===== src/rtl/nptc_pkg.sv =====
// Shared types, constants and a small month table for the NMEA and PPS time clock.
`timescale 1ns / 1ps
package nptc_pkg;

    // Number of pipeline stages between the input and the result register
    localparam int NST = 7;

    // Request codes
    localparam logic [1:0] REQ_BYTE = 2'd0;
    localparam logic [1:0] REQ_PPS  = 2'd1;

    typedef enum logic [1:0] {
        KIND_NONE = 2'd0,
        KIND_RMC  = 2'd1,
        KIND_ZDA  = 2'd2
    } kind_t;

    // Characters
    localparam logic [7:0] CH_CR    = 8'h0D;
    localparam logic [7:0] CH_LF    = 8'h0A;
    localparam logic [7:0] CH_NUL   = 8'h00;
    localparam logic [7:0] CH_STAR  = 8'h2A;
    localparam logic [7:0] CH_COMMA = 8'h2C;
    localparam logic [7:0] CH_ZERO  = 8'h30;
    localparam logic [7:0] CH_NINE  = 8'h39;
    localparam logic [7:0] CH_A     = 8'h41;

    // Sentence names
    localparam logic [47:0] HDR_GPRMC = "$GPRMC";
    localparam logic [47:0] HDR_GNRMC = "$GNRMC";
    localparam logic [47:0] HDR_GPZDA = "$GPZDA";
    localparam logic [47:0] HDR_GNZDA = "$GNZDA";

    // Field positions
    localparam logic [3:0] FLD_HEADER   = 4'd0;
    localparam logic [3:0] FLD_TIME     = 4'd1;
    localparam logic [3:0] FLD_STATUS   = 4'd2;
    localparam logic [3:0] FLD_ZDA_DAY  = 4'd2;
    localparam logic [3:0] FLD_ZDA_MON  = 4'd3;
    localparam logic [3:0] FLD_ZDA_YEAR = 4'd4;
    localparam logic [3:0] FLD_RMC_DATE = 4'd9;
    localparam logic [3:0] CNT_MAX      = 4'd15;

    localparam logic [46:0]        NS_PER_SEC     = 47'd1000000000;
    localparam logic [13:0]        RMC_YEAR_BASE  = 14'd2000;
    localparam logic [6:0]         RESET_DAY      = 7'd1;
    localparam logic [6:0]         RESET_MON      = 7'd1;
    localparam logic [13:0]        RESET_YEAR     = 14'd1970;
    localparam logic signed [24:0] DAYS_PER_ERA   = 25'sd146097;
    localparam logic signed [25:0] DAYS_TO_EPOCH  = 26'sd719468;
    localparam logic signed [47:0] SECS_PER_DAY   = 48'sd86400;

    // Day of the March-based year on which each month starts
    function automatic logic [8:0] doy_start(input logic [3:0] mp);
        logic [8:0] d;
        case (mp)
            4'd0:    d = 9'd0;
            4'd1:    d = 9'd31;
            4'd2:    d = 9'd61;
            4'd3:    d = 9'd92;
            4'd4:    d = 9'd122;
            4'd5:    d = 9'd153;
            4'd6:    d = 9'd184;
            4'd7:    d = 9'd214;
            4'd8:    d = 9'd245;
            4'd9:    d = 9'd275;
            4'd10:   d = 9'd306;
            4'd11:   d = 9'd337;
            default: d = 9'd0;
        endcase
        return d;
    endfunction

    typedef struct packed {
        logic [1:0]  req_type;
        logic [7:0]  nmea_byte;
        logic [62:0] host_ns;
        logic [33:0] pps_gps_seconds;
    } in_t;

    typedef struct packed {
        logic signed [63:0] now_ns;
        logic               locked;
        logic               time_updated;
        logic [37:0]        nmea_seconds;
    } out_t;

    typedef struct packed {
        logic               is_pps;
        logic [62:0]        host;
        logic [33:0]        secs;
        logic [46:0]        plo;
        logic [46:0]        phi;
        logic [63:0]        prod;
        logic               fin;
        logic [6:0]         hh;
        logic [6:0]         mm;
        logic [6:0]         ss;
        logic [6:0]         day;
        logic [6:0]         mon;
        logic [13:0]        yr;
        logic signed [15:0] y2;
        logic [3:0]         mp;
        logic signed [7:0]  era;
        logic [8:0]         yoe;
        logic signed [24:0] era_days;
        logic signed [19:0] doe;
        logic [18:0]        sod;
        logic signed [25:0] days;
        logic signed [47:0] t;
    } pipe_t;

endpackage


===== src/rtl/nmea_pps_time_clock.sv =====
// Top level: NMEA sentence parser, PPS tracker and time pipeline.
`timescale 1ns / 1ps
//
//  channel | ports                      | payload          | accepted when
//  --------+----------------------------+------------------+-------------------
//  input   | s_valid, s_ready, s_data   | nptc_pkg::in_t   | s_valid && s_ready
//  result  | m_valid, m_ready, m_data   | nptc_pkg::out_t  | m_valid && m_ready
//
//  One item is accepted per cycle while s_ready is high; pipe stage 0 loads
//  at the accepting edge, then each later stage and the result register in
//  turn, a depth set by the date arithmetic. The line parser updates at the
//  accepting edge; clock state updates at the tail, in item order.
//  Bubbles absorb a stalled result; s_ready drops only when all stages and the
//  result register are full. Reset (aresetn low, synchronous) empties it all.
//
module nmea_pps_time_clock #(
    parameter int LINE_BYTES = 256
) (
    input  logic           aclk,
    input  logic           aresetn,
    input  logic           s_valid,
    output logic           s_ready,
    input  nptc_pkg::in_t  s_data,
    output logic           m_valid,
    input  logic           m_ready,
    output nptc_pkg::out_t m_data
);

    localparam int LCW = $clog2(LINE_BYTES);

    // ---------------------------------------------------------------
    // Line parser state
    // ---------------------------------------------------------------
    logic [LCW-1:0]          line_cnt_reg, line_cnt_next;
    logic [3:0]              fnum_reg, fnum_next;
    logic [3:0]              fcnt_reg, fcnt_next;
    logic [47:0]             hdr_reg, hdr_next;
    nptc_pkg::kind_t         kind_reg, kind_next;
    logic                    status_reg, status_next;
    logic [6:0]              hh_reg, hh_next, mm_reg, mm_next, ss_reg, ss_next;
    logic [6:0]              day_reg, day_next, mon_reg, mon_next;
    logic [13:0]             yr_reg, yr_next;
    logic [1:0]              tdok_reg, tdok_next;
    logic [13:0]             fval_reg, fval_next;
    logic [6:0]              pair_reg, pair_next, pa_reg, pa_next, pb_reg, pb_next;
    logic                    bad_reg, bad_next;
    logic                    stop_reg, stop_next;

    // End-of-field view of the line state
    nptc_pkg::kind_t ef_kind;
    logic [6:0]      ef_day, ef_mon;
    logic [13:0]     ef_yr;
    logic [1:0]      ef_tdok;
    logic            ef_ok;
    // Values seen by the line end
    nptc_pkg::kind_t fx_kind;
    logic [6:0]      fx_day, fx_mon;
    logic [13:0]     fx_yr;
    logic [1:0]      fx_tdok;
    logic            want;

    logic            s_acc;
    logic [7:0]      ch;
    logic            is_digit;
    logic [3:0]      dig;
    logic [6:0]      pair_new;
    logic            bad_new;
    logic            six_field;
    logic [3:0]      zda_max;

    // ---------------------------------------------------------------
    // Pipeline and tail state
    // ---------------------------------------------------------------
    nptc_pkg::pipe_t           pipe_reg [nptc_pkg::NST];
    nptc_pkg::pipe_t           calc     [nptc_pkg::NST];
    logic [nptc_pkg::NST-1:0]  pv_reg;
    logic [nptc_pkg::NST:0]    rdy;

    logic                      pps_seen_reg, pps_seen_next;
    logic [63:0]               offset_reg, offset_next;
    logic                      nmea_seen_reg, nmea_seen_next;
    logic [37:0]               nmea_time_reg, nmea_time_next;
    logic                      m_valid_reg;
    nptc_pkg::out_t            m_data_reg, out_next;
    logic                      t_upd;
    logic [63:0]               now_val;

    // Stage temporaries
    logic [6:0]         b_x;
    logic [12:0]        b_xq;
    logic [3:0]         b_q;
    logic [6:0]         b_r;
    logic [3:0]         b_m;
    logic signed [15:0] b_ys;
    logic [27:0]        c_yq;
    logic signed [15:0] d_era16, d_yoe16;
    logic signed [24:0] d_era25;
    logic [17:0]        e_y365, e_sum;
    logic [14:0]        e_y41;
    logic signed [25:0] f_ed, f_doe;
    logic signed [47:0] g_days;

    assign s_ready = rdy[0];
    assign s_acc   = s_valid && rdy[0];
    assign m_valid = m_valid_reg;
    assign m_data  = m_data_reg;

    // Ready chain: a stage takes a new item when empty or when it moves on
    always_comb begin
        rdy[nptc_pkg::NST] = !m_valid_reg || m_ready;
        for (int k = nptc_pkg::NST - 1; k >= 0; k--) begin
            rdy[k] = !pv_reg[k] || rdy[k+1];
        end
    end

    // ---------------------------------------------------------------
    // End of the current field: header match and the ZDA date fields
    // ---------------------------------------------------------------
    always_comb begin
        ef_kind = kind_reg;
        ef_day  = day_reg;
        ef_mon  = mon_reg;
        ef_yr   = yr_reg;
        ef_tdok = tdok_reg;
        ef_ok   = !bad_reg && (fcnt_reg != 4'd0);
        if (fnum_reg == nptc_pkg::FLD_HEADER) begin
            if (fcnt_reg == 4'd6) begin
                if (hdr_reg == nptc_pkg::HDR_GPRMC || hdr_reg == nptc_pkg::HDR_GNRMC) begin
                    ef_kind = nptc_pkg::KIND_RMC;
                end else if (hdr_reg == nptc_pkg::HDR_GPZDA ||
                             hdr_reg == nptc_pkg::HDR_GNZDA) begin
                    ef_kind = nptc_pkg::KIND_ZDA;
                end
            end
        end else if (kind_reg == nptc_pkg::KIND_ZDA) begin
            case (fnum_reg)
                nptc_pkg::FLD_ZDA_DAY: begin
                    ef_day  = fval_reg[6:0];
                    ef_tdok = ef_ok ? (tdok_reg | 2'b10) : (tdok_reg & 2'b01);
                end
                nptc_pkg::FLD_ZDA_MON: begin
                    ef_mon = fval_reg[6:0];
                    if (!ef_ok) begin
                        ef_tdok = tdok_reg & 2'b01;
                    end
                end
                nptc_pkg::FLD_ZDA_YEAR: begin
                    ef_yr = fval_reg;
                    if (!ef_ok) begin
                        ef_tdok = tdok_reg & 2'b01;
                    end
                end
                default: ;
            endcase
        end

        // A stopped line has already closed its last field
        fx_kind = stop_reg ? kind_reg : ef_kind;
        fx_day  = stop_reg ? day_reg  : ef_day;
        fx_mon  = stop_reg ? mon_reg  : ef_mon;
        fx_yr   = stop_reg ? yr_reg   : ef_yr;
        fx_tdok = stop_reg ? tdok_reg : ef_tdok;
        case (fx_kind)
            nptc_pkg::KIND_RMC: want = status_reg && (fx_tdok == 2'b11);
            nptc_pkg::KIND_ZDA: want = (fx_tdok == 2'b11) &&
                                       (fnum_reg >= nptc_pkg::FLD_ZDA_YEAR);
            default:            want = 1'b0;
        endcase
    end

    // ---------------------------------------------------------------
    // Byte handling
    // ---------------------------------------------------------------
    always_comb begin
        ch       = s_data.nmea_byte;
        is_digit = (ch >= nptc_pkg::CH_ZERO) && (ch <= nptc_pkg::CH_NINE);
        dig      = 4'(ch - nptc_pkg::CH_ZERO);
        pair_new = fcnt_reg[0] ? 7'(pair_reg * 7'd10 + 7'(dig)) : {3'b000, dig};
        bad_new  = bad_reg || !is_digit;
        six_field = (kind_reg != nptc_pkg::KIND_NONE) &&
                    ((fnum_reg == nptc_pkg::FLD_TIME) ||
                     (kind_reg == nptc_pkg::KIND_RMC && fnum_reg == nptc_pkg::FLD_RMC_DATE));
        zda_max  = (fnum_reg == nptc_pkg::FLD_ZDA_YEAR) ? 4'd4 : 4'd2;

        line_cnt_next = line_cnt_reg;
        fnum_next     = fnum_reg;
        fcnt_next     = fcnt_reg;
        hdr_next      = hdr_reg;
        kind_next     = kind_reg;
        status_next   = status_reg;
        hh_next       = hh_reg;
        mm_next       = mm_reg;
        ss_next       = ss_reg;
        day_next      = day_reg;
        mon_next      = mon_reg;
        yr_next       = yr_reg;
        tdok_next     = tdok_reg;
        fval_next     = fval_reg;
        pair_next     = pair_reg;
        pa_next       = pa_reg;
        pb_next       = pb_reg;
        bad_next      = bad_reg;
        stop_next     = stop_reg;

        if (s_acc && s_data.req_type == nptc_pkg::REQ_BYTE) begin
            if (ch == nptc_pkg::CH_CR || ch == nptc_pkg::CH_LF) begin
                // Start a fresh line
                line_cnt_next = '0;
                fnum_next     = '0;
                fcnt_next     = '0;
                hdr_next      = '0;
                kind_next     = nptc_pkg::KIND_NONE;
                status_next   = 1'b0;
                hh_next       = '0;
                mm_next       = '0;
                ss_next       = '0;
                day_next      = nptc_pkg::RESET_DAY;
                mon_next      = nptc_pkg::RESET_MON;
                yr_next       = nptc_pkg::RESET_YEAR;
                tdok_next     = '0;
                fval_next     = '0;
                bad_next      = 1'b0;
                stop_next     = 1'b0;
            end else if (line_cnt_reg < LCW'(LINE_BYTES - 1)) begin
                line_cnt_next = line_cnt_reg + 1'b1;
                if (!stop_reg) begin
                    if (ch == nptc_pkg::CH_STAR || ch == nptc_pkg::CH_NUL) begin
                        kind_next = ef_kind;
                        day_next  = ef_day;
                        mon_next  = ef_mon;
                        yr_next   = ef_yr;
                        tdok_next = ef_tdok;
                        stop_next = 1'b1;
                    end else if (ch == nptc_pkg::CH_COMMA) begin
                        kind_next = ef_kind;
                        day_next  = ef_day;
                        mon_next  = ef_mon;
                        yr_next   = ef_yr;
                        tdok_next = ef_tdok;
                        fnum_next = (fnum_reg < nptc_pkg::CNT_MAX) ? fnum_reg + 1'b1
                                                                   : nptc_pkg::CNT_MAX;
                        fcnt_next = '0;
                        fval_next = '0;
                        bad_next  = 1'b0;
                    end else begin
                        if (fnum_reg == nptc_pkg::FLD_HEADER) begin
                            if (fcnt_reg < 4'd6) begin
                                hdr_next = {hdr_reg[39:0], ch};
                            end
                        end else if (six_field) begin
                            if (fcnt_reg < 4'd6) begin
                                bad_next = bad_new;
                                if (is_digit) begin
                                    pair_next = pair_new;
                                end
                                if (fcnt_reg == 4'd1) begin
                                    pa_next = pair_new;
                                end
                                if (fcnt_reg == 4'd3) begin
                                    pb_next = pair_new;
                                end
                                if (fcnt_reg == 4'd5 && !bad_new) begin
                                    if (fnum_reg == nptc_pkg::FLD_TIME) begin
                                        hh_next   = pa_reg;
                                        mm_next   = pb_reg;
                                        ss_next   = pair_new;
                                        tdok_next = tdok_reg | 2'b01;
                                    end else begin
                                        day_next  = pa_reg;
                                        mon_next  = pb_reg;
                                        yr_next   = nptc_pkg::RMC_YEAR_BASE + 14'(pair_new);
                                        tdok_next = tdok_reg | 2'b10;
                                    end
                                end
                            end
                        end else if (kind_reg == nptc_pkg::KIND_RMC &&
                                     fnum_reg == nptc_pkg::FLD_STATUS) begin
                            if (fcnt_reg == 4'd0 && ch == nptc_pkg::CH_A) begin
                                status_next = 1'b1;
                            end
                        end else if (kind_reg == nptc_pkg::KIND_ZDA &&
                                     fnum_reg >= nptc_pkg::FLD_ZDA_DAY &&
                                     fnum_reg <= nptc_pkg::FLD_ZDA_YEAR) begin
                            if (fcnt_reg >= zda_max || !is_digit) begin
                                bad_next = 1'b1;
                            end else begin
                                fval_next = 14'(fval_reg * 14'd10 + 14'(dig));
                            end
                        end
                        fcnt_next = (fcnt_reg < nptc_pkg::CNT_MAX) ? fcnt_reg + 1'b1
                                                                   : nptc_pkg::CNT_MAX;
                    end
                end
            end
        end
    end

    // ---------------------------------------------------------------
    // Pipeline stage logic
    // ---------------------------------------------------------------
    always_comb begin
        // Entry: capture the item and, at a line end, the decoded fields
        calc[0]        = '0;
        calc[0].is_pps = (s_data.req_type == nptc_pkg::REQ_PPS);
        calc[0].host   = s_data.host_ns;
        calc[0].secs   = s_data.pps_gps_seconds;
        calc[0].fin    = (s_data.req_type == nptc_pkg::REQ_BYTE) && want &&
                         (ch == nptc_pkg::CH_CR || ch == nptc_pkg::CH_LF);
        calc[0].hh     = hh_reg;
        calc[0].mm     = mm_reg;
        calc[0].ss     = ss_reg;
        calc[0].day    = fx_day;
        calc[0].mon    = fx_mon;
        calc[0].yr     = fx_yr;

        // Split the PPS product; fold the month into the year
        calc[1]     = pipe_reg[0];
        calc[1].plo = 47'(pipe_reg[0].secs[16:0]) * nptc_pkg::NS_PER_SEC;
        calc[1].phi = 47'(pipe_reg[0].secs[33:17]) * nptc_pkg::NS_PER_SEC;
        b_x  = pipe_reg[0].mon - 7'd1;
        b_xq = 13'(b_x) * 13'd43;          // divide by 12 for values below 128
        b_q  = b_xq[12:9];
        b_r  = b_x - 7'(b_q) * 7'd12;
        if (pipe_reg[0].mon == 7'd0) begin
            b_m  = 4'd12;
            b_ys = $signed({2'b00, pipe_reg[0].yr}) - 16'sd1;
        end else begin
            b_m  = b_r[3:0] + 4'd1;
            b_ys = $signed({2'b00, pipe_reg[0].yr}) + $signed({12'd0, b_q});
        end
        calc[1].y2 = (b_m <= 4'd2) ? b_ys - 16'sd1 : b_ys;
        calc[1].mp = (b_m > 4'd2) ? b_m - 4'd3 : b_m + 4'd9;

        // Join the PPS product; era = floor(y / 400)
        calc[2]      = pipe_reg[1];
        calc[2].prod = 64'(pipe_reg[1].plo) + (64'(pipe_reg[1].phi) << 17);
        c_yq = 28'(pipe_reg[1].y2[14:0]) * 28'd5243;
        calc[2].era = pipe_reg[1].y2[15] ? -8'sd1 : $signed({1'b0, c_yq[27:21]});

        // Year of era and days of whole eras
        calc[3]          = pipe_reg[2];
        d_era16          = 16'(pipe_reg[2].era);
        d_era25          = 25'(pipe_reg[2].era);
        d_yoe16          = pipe_reg[2].y2 - d_era16 * 16'sd400;
        calc[3].yoe      = d_yoe16[8:0];
        calc[3].era_days = d_era25 * nptc_pkg::DAYS_PER_ERA;

        // Day of era and second of day
        calc[4] = pipe_reg[3];
        e_y365  = 18'(pipe_reg[3].yoe) * 18'd365;
        e_y41   = 15'(pipe_reg[3].yoe) * 15'd41;   // divide by 100 below 400
        e_sum   = e_y365 + 18'(pipe_reg[3].yoe[8:2]) - 18'(e_y41[14:12]) +
                  18'(nptc_pkg::doy_start(pipe_reg[3].mp)) + 18'(pipe_reg[3].day);
        calc[4].doe = $signed({2'b00, e_sum}) - 20'sd1;
        calc[4].sod = 19'(pipe_reg[3].hh) * 19'd3600 + 19'(pipe_reg[3].mm) * 19'd60 +
                      19'(pipe_reg[3].ss);

        // Days since the Unix epoch
        calc[5]      = pipe_reg[4];
        f_ed         = 26'(pipe_reg[4].era_days);
        f_doe        = 26'(pipe_reg[4].doe);
        calc[5].days = f_ed + f_doe - nptc_pkg::DAYS_TO_EPOCH;

        // Seconds since the Unix epoch
        calc[6]   = pipe_reg[5];
        g_days    = 48'(pipe_reg[5].days);
        calc[6].t = g_days * nptc_pkg::SECS_PER_DAY + $signed({29'd0, pipe_reg[5].sod});
    end

    // ---------------------------------------------------------------
    // Tail: clock state and the result
    // ---------------------------------------------------------------
    always_comb begin
        t_upd          = pipe_reg[nptc_pkg::NST-1].fin && !pipe_reg[nptc_pkg::NST-1].t[47];
        pps_seen_next  = pps_seen_reg | pipe_reg[nptc_pkg::NST-1].is_pps;
        offset_next    = pipe_reg[nptc_pkg::NST-1].is_pps ?
                         pipe_reg[nptc_pkg::NST-1].prod - {1'b0, pipe_reg[nptc_pkg::NST-1].host}
                         : offset_reg;
        nmea_seen_next = nmea_seen_reg | t_upd;
        nmea_time_next = t_upd ? pipe_reg[nptc_pkg::NST-1].t[37:0] : nmea_time_reg;
        if (pipe_reg[nptc_pkg::NST-1].is_pps) begin
            now_val = pipe_reg[nptc_pkg::NST-1].prod;
        end else if (pps_seen_reg) begin
            now_val = offset_reg + {1'b0, pipe_reg[nptc_pkg::NST-1].host};
        end else begin
            now_val = {1'b0, pipe_reg[nptc_pkg::NST-1].host};
        end
        out_next.now_ns       = $signed(now_val);
        out_next.locked       = pps_seen_next && nmea_seen_next;
        out_next.time_updated = t_upd;
        out_next.nmea_seconds = nmea_time_next;
    end

    // Control and state registers
    always_ff @(posedge aclk) begin
        if (!aresetn) begin
            pv_reg        <= '0;
            m_valid_reg   <= 1'b0;
            pps_seen_reg  <= 1'b0;
            offset_reg    <= '0;
            nmea_seen_reg <= 1'b0;
            nmea_time_reg <= '0;
            line_cnt_reg  <= '0;
            fnum_reg      <= '0;
            fcnt_reg      <= '0;
            hdr_reg       <= '0;
            kind_reg      <= nptc_pkg::KIND_NONE;
            status_reg    <= 1'b0;
            hh_reg        <= '0;
            mm_reg        <= '0;
            ss_reg        <= '0;
            day_reg       <= nptc_pkg::RESET_DAY;
            mon_reg       <= nptc_pkg::RESET_MON;
            yr_reg        <= nptc_pkg::RESET_YEAR;
            tdok_reg      <= '0;
            fval_reg      <= '0;
            pair_reg      <= '0;
            pa_reg        <= '0;
            pb_reg        <= '0;
            bad_reg       <= 1'b0;
            stop_reg      <= 1'b0;
        end else begin
            if (rdy[0]) begin
                pv_reg[0] <= s_valid;
            end
            for (int k = 1; k < nptc_pkg::NST; k++) begin
                if (rdy[k]) begin
                    pv_reg[k] <= pv_reg[k-1];
                end
            end
            if (rdy[nptc_pkg::NST]) begin
                m_valid_reg <= pv_reg[nptc_pkg::NST-1];
                if (pv_reg[nptc_pkg::NST-1]) begin
                    pps_seen_reg  <= pps_seen_next;
                    offset_reg    <= offset_next;
                    nmea_seen_reg <= nmea_seen_next;
                    nmea_time_reg <= nmea_time_next;
                end
            end
            line_cnt_reg <= line_cnt_next;
            fnum_reg     <= fnum_next;
            fcnt_reg     <= fcnt_next;
            hdr_reg      <= hdr_next;
            kind_reg     <= kind_next;
            status_reg   <= status_next;
            hh_reg       <= hh_next;
            mm_reg       <= mm_next;
            ss_reg       <= ss_next;
            day_reg      <= day_next;
            mon_reg      <= mon_next;
            yr_reg       <= yr_next;
            tdok_reg     <= tdok_next;
            fval_reg     <= fval_next;
            pair_reg     <= pair_next;
            pa_reg       <= pa_next;
            pb_reg       <= pb_next;
            bad_reg      <= bad_next;
            stop_reg     <= stop_next;
        end
    end

    // Payload registers: load when the stage moves on
    always_ff @(posedge aclk) begin
        for (int k = 0; k < nptc_pkg::NST; k++) begin
            if (rdy[k]) begin
                pipe_reg[k] <= calc[k];
            end
        end
        if (rdy[nptc_pkg::NST] && pv_reg[nptc_pkg::NST-1]) begin
            m_data_reg <= out_next;
        end
    end

endmodule


===== config.mk =====
export PLATFORM = sky130hd
export DESIGN_NAME = nmea_pps_time_clock
export DESIGN_NICKNAME = d
export VERILOG_FILES = /design/src/rtl/nptc_pkg.sv /design/src/rtl/nmea_pps_time_clock.sv
export SDC_FILE = /design/constraint.sdc
export NUM_CORES = 2
export LEC_CHECK = 0
export BUFFER_PORTS_ARGS = -buffer_cell sky130_fd_sc_hd__buf_2
export CAP_MARGIN = 20
export CORE_ASPECT_RATIO = 1.4
export CORE_MARGIN = 2
export CORE_UTILIZATION = 55
export CTS_BUF_LIST = sky130_fd_sc_hd__clkbuf_2 sky130_fd_sc_hd__clkbuf_4 sky130_fd_sc_hd__clkbuf_8
export CTS_CLUSTER_SIZE = 20
export DETAILED_ROUTE_END_ITERATION = 7
export HOLD_SLACK_MARGIN = 0.02
export PLACE_DENSITY = 0.67
export SLEW_MARGIN = 20
export SYNTH_ARGS = -nofsm -noshare
export SYNTH_HDL_FRONTEND = slang
export SYNTH_SLANG_ARGS = --single-unit

===== constraint.sdc =====
create_clock -name aclk -period 12.9 [get_ports aclk]
set_input_delay 3.87 -clock aclk [delete_from_list [all_inputs] [get_ports aclk]]
set_output_delay 3.87 -clock aclk [all_outputs]
set_load 0.005 [all_outputs]

== Word-level counts from Yosys, hierarchy flattened ==
Memory sizes are Yosys's and may differ from the RTL's.
Index checks and enable logic that the tools add are counted.
Storage, ports and cells
  register bits: 371
  RAM bits: 3367
  memory bits (read-only): 144
  input port bits: 111
  output and inout port bits: 106
  logic and storage cells: 401
  memories: 2
Memory list
  pipe_reg: depth 7, width 481, read ports 7, clocked after memory_dff 0, wr ports 7, RTL line nmea_pps_time_clock.sv:74  | nptc_pkg::pipe_t pipe_reg [nptc_pkg::NST];
  (no name shown): depth 16, width 9, read ports 1, clocked after memory_dff 0, wr ports 0, RTL line nptc_pkg.sv:56  | case (mp)
Cells by class
  add/subtract/negate cells: 29
  multiply operators: 14
  magnitude comparators: 12
  eq/ne operators: 37
  muxes and demuxes: 178
  bitwise operators: 7
  reductions and logical operators: 86
Operators with widths (number)
  7-bit 2-to-1 mux: 59
  14-bit 2-to-1 mux: 24
  48-bit 2-to-1 mux: 7
  48-bit by 46-bit == test with 1-bit output (second input constant): 4
  64-bit 2-to-1 mux: 2
  17-bit by 21-bit multiplier with 38-bit output (second input constant): 2
  47-bit by 64-bit adder with 64-bit output: 1
  64-bit by 63-bit adder with 64-bit output: 1
  64-bit by 63-bit subtractor with 64-bit output: 1
  4-bit 2-to-1 mux: 14
  2-bit 2-to-1 mux: 25
  44-bit by 20-bit adder with 45-bit output: 1
  10-bit AND reduction: 4
  1-bit 2-to-1 mux: 38
  38-bit 2-to-1 mux: 1
  26-bit by 11-bit multiplier with 37-bit output (second input constant): 1
  18-bit by 7-bit adder with 18-bit output: 2
  16-bit 2-to-1 mux: 2
  15-bit by 13-bit multiplier with 28-bit output (second input constant): 1
  4-bit nonzero test: 7
  9-bit AND reduction: 3
  25-bit by 20-bit adder with 26-bit output: 1
  26-bit by 21-bit subtractor with 26-bit output (second input constant): 1
  8-bit by 19-bit multiplier with 25-bit output (second input constant): 1
  75 further kinds: 160

== Logic depth before layout (Yosys ltp) ==
  depth after elaboration: 15
  gate-level depth with buffers: 37
  mapped depth without buffers: 37

== Worst setup path before layout ==
No wires, ideal clock.
  path type: input to output
  from: input m_ready
  to: output s_ready
  data arrival time: 8.021 ns
  required time: 9.030 ns
  slack: 1.009 ns
  stages on the path: 5
  path buffers: 1
  cell sequence: and3b_1 -> clkbuf_1 -> and4_1 -> and2_1 -> nand3_1
Between the ends
  cells in the longest elaborated chain, start to end: 8
Ends and longest elaborated chain
  from (decl): RTL line nmea_pps_time_clock.sv:25  | input logic m_ready,
  1-bit logical OR: RTL line nmea_pps_time_clock.sv:110  | rdy[nptc_pkg::NST] = !m_valid_reg || m_ready;
  1-bit logical OR (7 in a row): RTL line nmea_pps_time_clock.sv:112  | rdy[k] = !pv_reg[k] || rdy[k+1];
  to (decl): RTL line nmea_pps_time_clock.sv:22  | output logic s_ready,
Every way passes these cells.

== Worst setup path after layout ==
Ends and elaborated chain as after synthesis.

==> reports/qor.txt <==
status: complete, no violations
worst skew pair latency: 0.99 ns
RSZ-0062 raised after global routing: no
top-area cell type share of the netlist area: 41.3%
Post-CTS Hold Buffers: 0
CTS H-Tree Depth: 4
Storage cell area: 0.0445 mm2
Fillers: 14.0k
final wirelength: 214000 um
Root Driver: clkbuf_8
vias in the first global route: 60.6k
prevailing post-synth register cell: edfxtp_1
WP data required: 9.03 ns
worst hold path class: register to register
Final Setup Violations: 0
FP Rows: 180
post-route ant nets: 0
Syn Inst Count: 8020
Clock Sinks: 1569
CP Capture Type: output pin
gpl congestion: 0.918
starting DRC count in detailed routing: 3826
max-slew violations: 0
Die Footprint: 0.175 mm2
IO Port Bufs: 216
area of the multi-input gates: 0.0451 mm2
Boundary Pins: 217
area growth from synthesis to layout: 9.11%
total global routing overflow: 0
Final period util: 75.9%
first-pass GRT wire length: 336000 um
Nets: 10.0k
Setup TNS: 0 ns
Critical Path Source Type: input pin
CTS max path bufs: 3
Mapped Area: 0.0947 mm2
WL per Instance: 19.8 um
Post-synth ARST share: 0%
Fin. Hold Viols: 0
count of cell types in the netlist: 89
largest net degree at the start of global routing: 148
CTS tree: built
Post-synth EDFFs: 1303
post-CTS sizing: 0
Synth Register Bits: 1569
hpwl dp: 167000 um
sequential cell area fraction in the yosys report: 47.0%
max-cap viol count: 0
DR pass1 iterations: 7
RR Startpoint: pipe_reg[3][162]
Synth area leaders: edfxtp_1, ha_1, fa_1, dfxtp_1, inv_1
number of setup buffers added after CTS: 0
Synth area leader: edfxtp_1
core area: 0.171 mm2
TritonCTS Buffers: 229
Hold Crit Start: pipe_reg[2][440]
vias: 58.8k
Tmin final: 9.79 ns
initial antenna violation count: 24
Crit Path Category: input pin to output pin
Setup Skew: 0.0459 ns
Via density: 5.43
share of layout cells above drive strength 1: 8.99%
Worst-Margin Slew: 1.24 ns
highest clock rate: 102 MHz
Synth Net Count: 9718
max reg flops: 1199
Hold Path Cell Cnt: 0
end of the worst hold path: pipe_reg[3][440]
Clock transition at path regs: 0.07 ns
Remaining DRCs: 0
worst r2r dst: pipe_reg[4][110]
Slew HR: 16.4%
GRT Total Usage: 24.8%
syn_area_per_cell: 11.8 um2
Worst EP arrival: 5.92 ns
reg-to-reg slack, setup: 4.34 ns
die width: 355 um
worst reg2reg path depth: 37
crit path max fanout: 6
Initial Util: 55.2%
die outline height: 495 um
Yosys warning total: 0
[worst max-delay path by stage]
stage               startpoint      end  slack [ns]  depth (start not counted)
floorplan              m_ready  s_ready        1.01                          5
global placement       m_ready  s_ready        3.10                          6
detailed placement     m_ready  s_ready        3.07                          6
CTS                    m_ready  s_ready        3.05                          6
global route           m_ready  s_ready        2.98                          6
finish                 m_ready  s_ready        3.11                          6
[per-stage QoR]
stage	hold slack (ns)	setup WS, ns	utilization, %	instance area [um2]	instances
2_1_floorplan	0.400	1.01	-	94700	8020
3_3_place_gp	0.401	3.10	57.4	98400	10380
3_5_place_dp	0.405	3.07	57.4	98400	10380
4_1_cts	0.388	3.05	60.2	103000	10810
5_1_grt	0.392	2.98	60.2	103000	10817
6_report	0.388	3.11	60.3	103000	10825
[routing by layer]
| layer | vias to the layer above | share of wire, % | track usage [%] | wire length (um) |
|---|---|---|---|---|
| li1 | 28488 | - | - | - |
| met1 | 28666 | 42 | 31.6 | 90400 |
| met2 | 1252 | 49 | 42.5 | 105000 |
| met3 | 386 | 4.9 | 4.27 | 10500 |
| met4 | 14 | 3.8 | 9.41 | 8190 |
| met5 | - | 0.045 | 0 | 96 |
[area by class of cell]
type / count / share of cell area (%)
clock inverter: 133 / 1.09
sequential: 1569 / 43.0
multi-input combinational: 5089 / 43.7
inverter: 1197 / 4.37
tap: 2275 / 2.76
clock buffer: 297 / 3.61
antenna: 14 / 0.0339
timing repair buffer: 251 / 1.37
[synth_stat cells (all sizes together) (12+ instances only)]
library cell	count
nor3	106
edfxtp	1303
dfxtp	266
and3	30
o21ai	254
a21o	142
or2	20
mux2	78
buf	26
nor4	21
o211ai	20
a211oi	66
nand2	534
inv	1197
clkbuf	139
and2	30
nand4	62
o21a	35
a21oi	570
nor3b	14
a21boi	13
nand3b	12
xnor2	299
xor2	149
mux2i	84
nor2b	50
nor2	380
nand3	168
a31oi	36
nand2b	59
or3	30
fa	553
ha	1034
o31ai	15
o21bai	62
[critical path, stage by stage]
cell and delay (ns):
buf_2 0.10, and3b_1 0.47, and4_1 0.40, and2_1 0.45, nand3_4 0.33, buf_2 0.27
[cells in the final DEF (no fill, tap or decap), types with 48 or more instances in the layout]
master	n
nand3_1	166
a21o_1	142
xor2_1	149
nand4_1	62
nand2_1	531
clkbuf_8	239
nand2b_1	59
a211oi_1	64
clkinv_1	57
nor2_1	378
clkbuf_4	58
fa_1	553
o21ai_0	238
a21oi_1	567
edfxtp_1	1303
inv_1	1193
o21bai_1	62
mux2_2	78
dfxtp_1	265
xnor2_1	299
nor2b_1	48
ha_1	1034
nor3_1	105
mux2i_1	84
buf_2	216
[logic make-up (layout without fill, tap and decap cells)]
logic type,count (synthesis),in the layout,share of synthesized area [%]
simple gates,1554,1554,7.65
flops,1569,1569,47.0
fa+ha+maj,1587,1587,25.4
other cells,0,14,0
xor+xnor,448,448,4.15
buf+inv,1362,1878,5.42
mux,162,162,1.82
compound gates,1338,1338,8.64
Power is not shown: default switching activity piles up to over one toggle a cycle in this logic, so the estimate is an artifact.
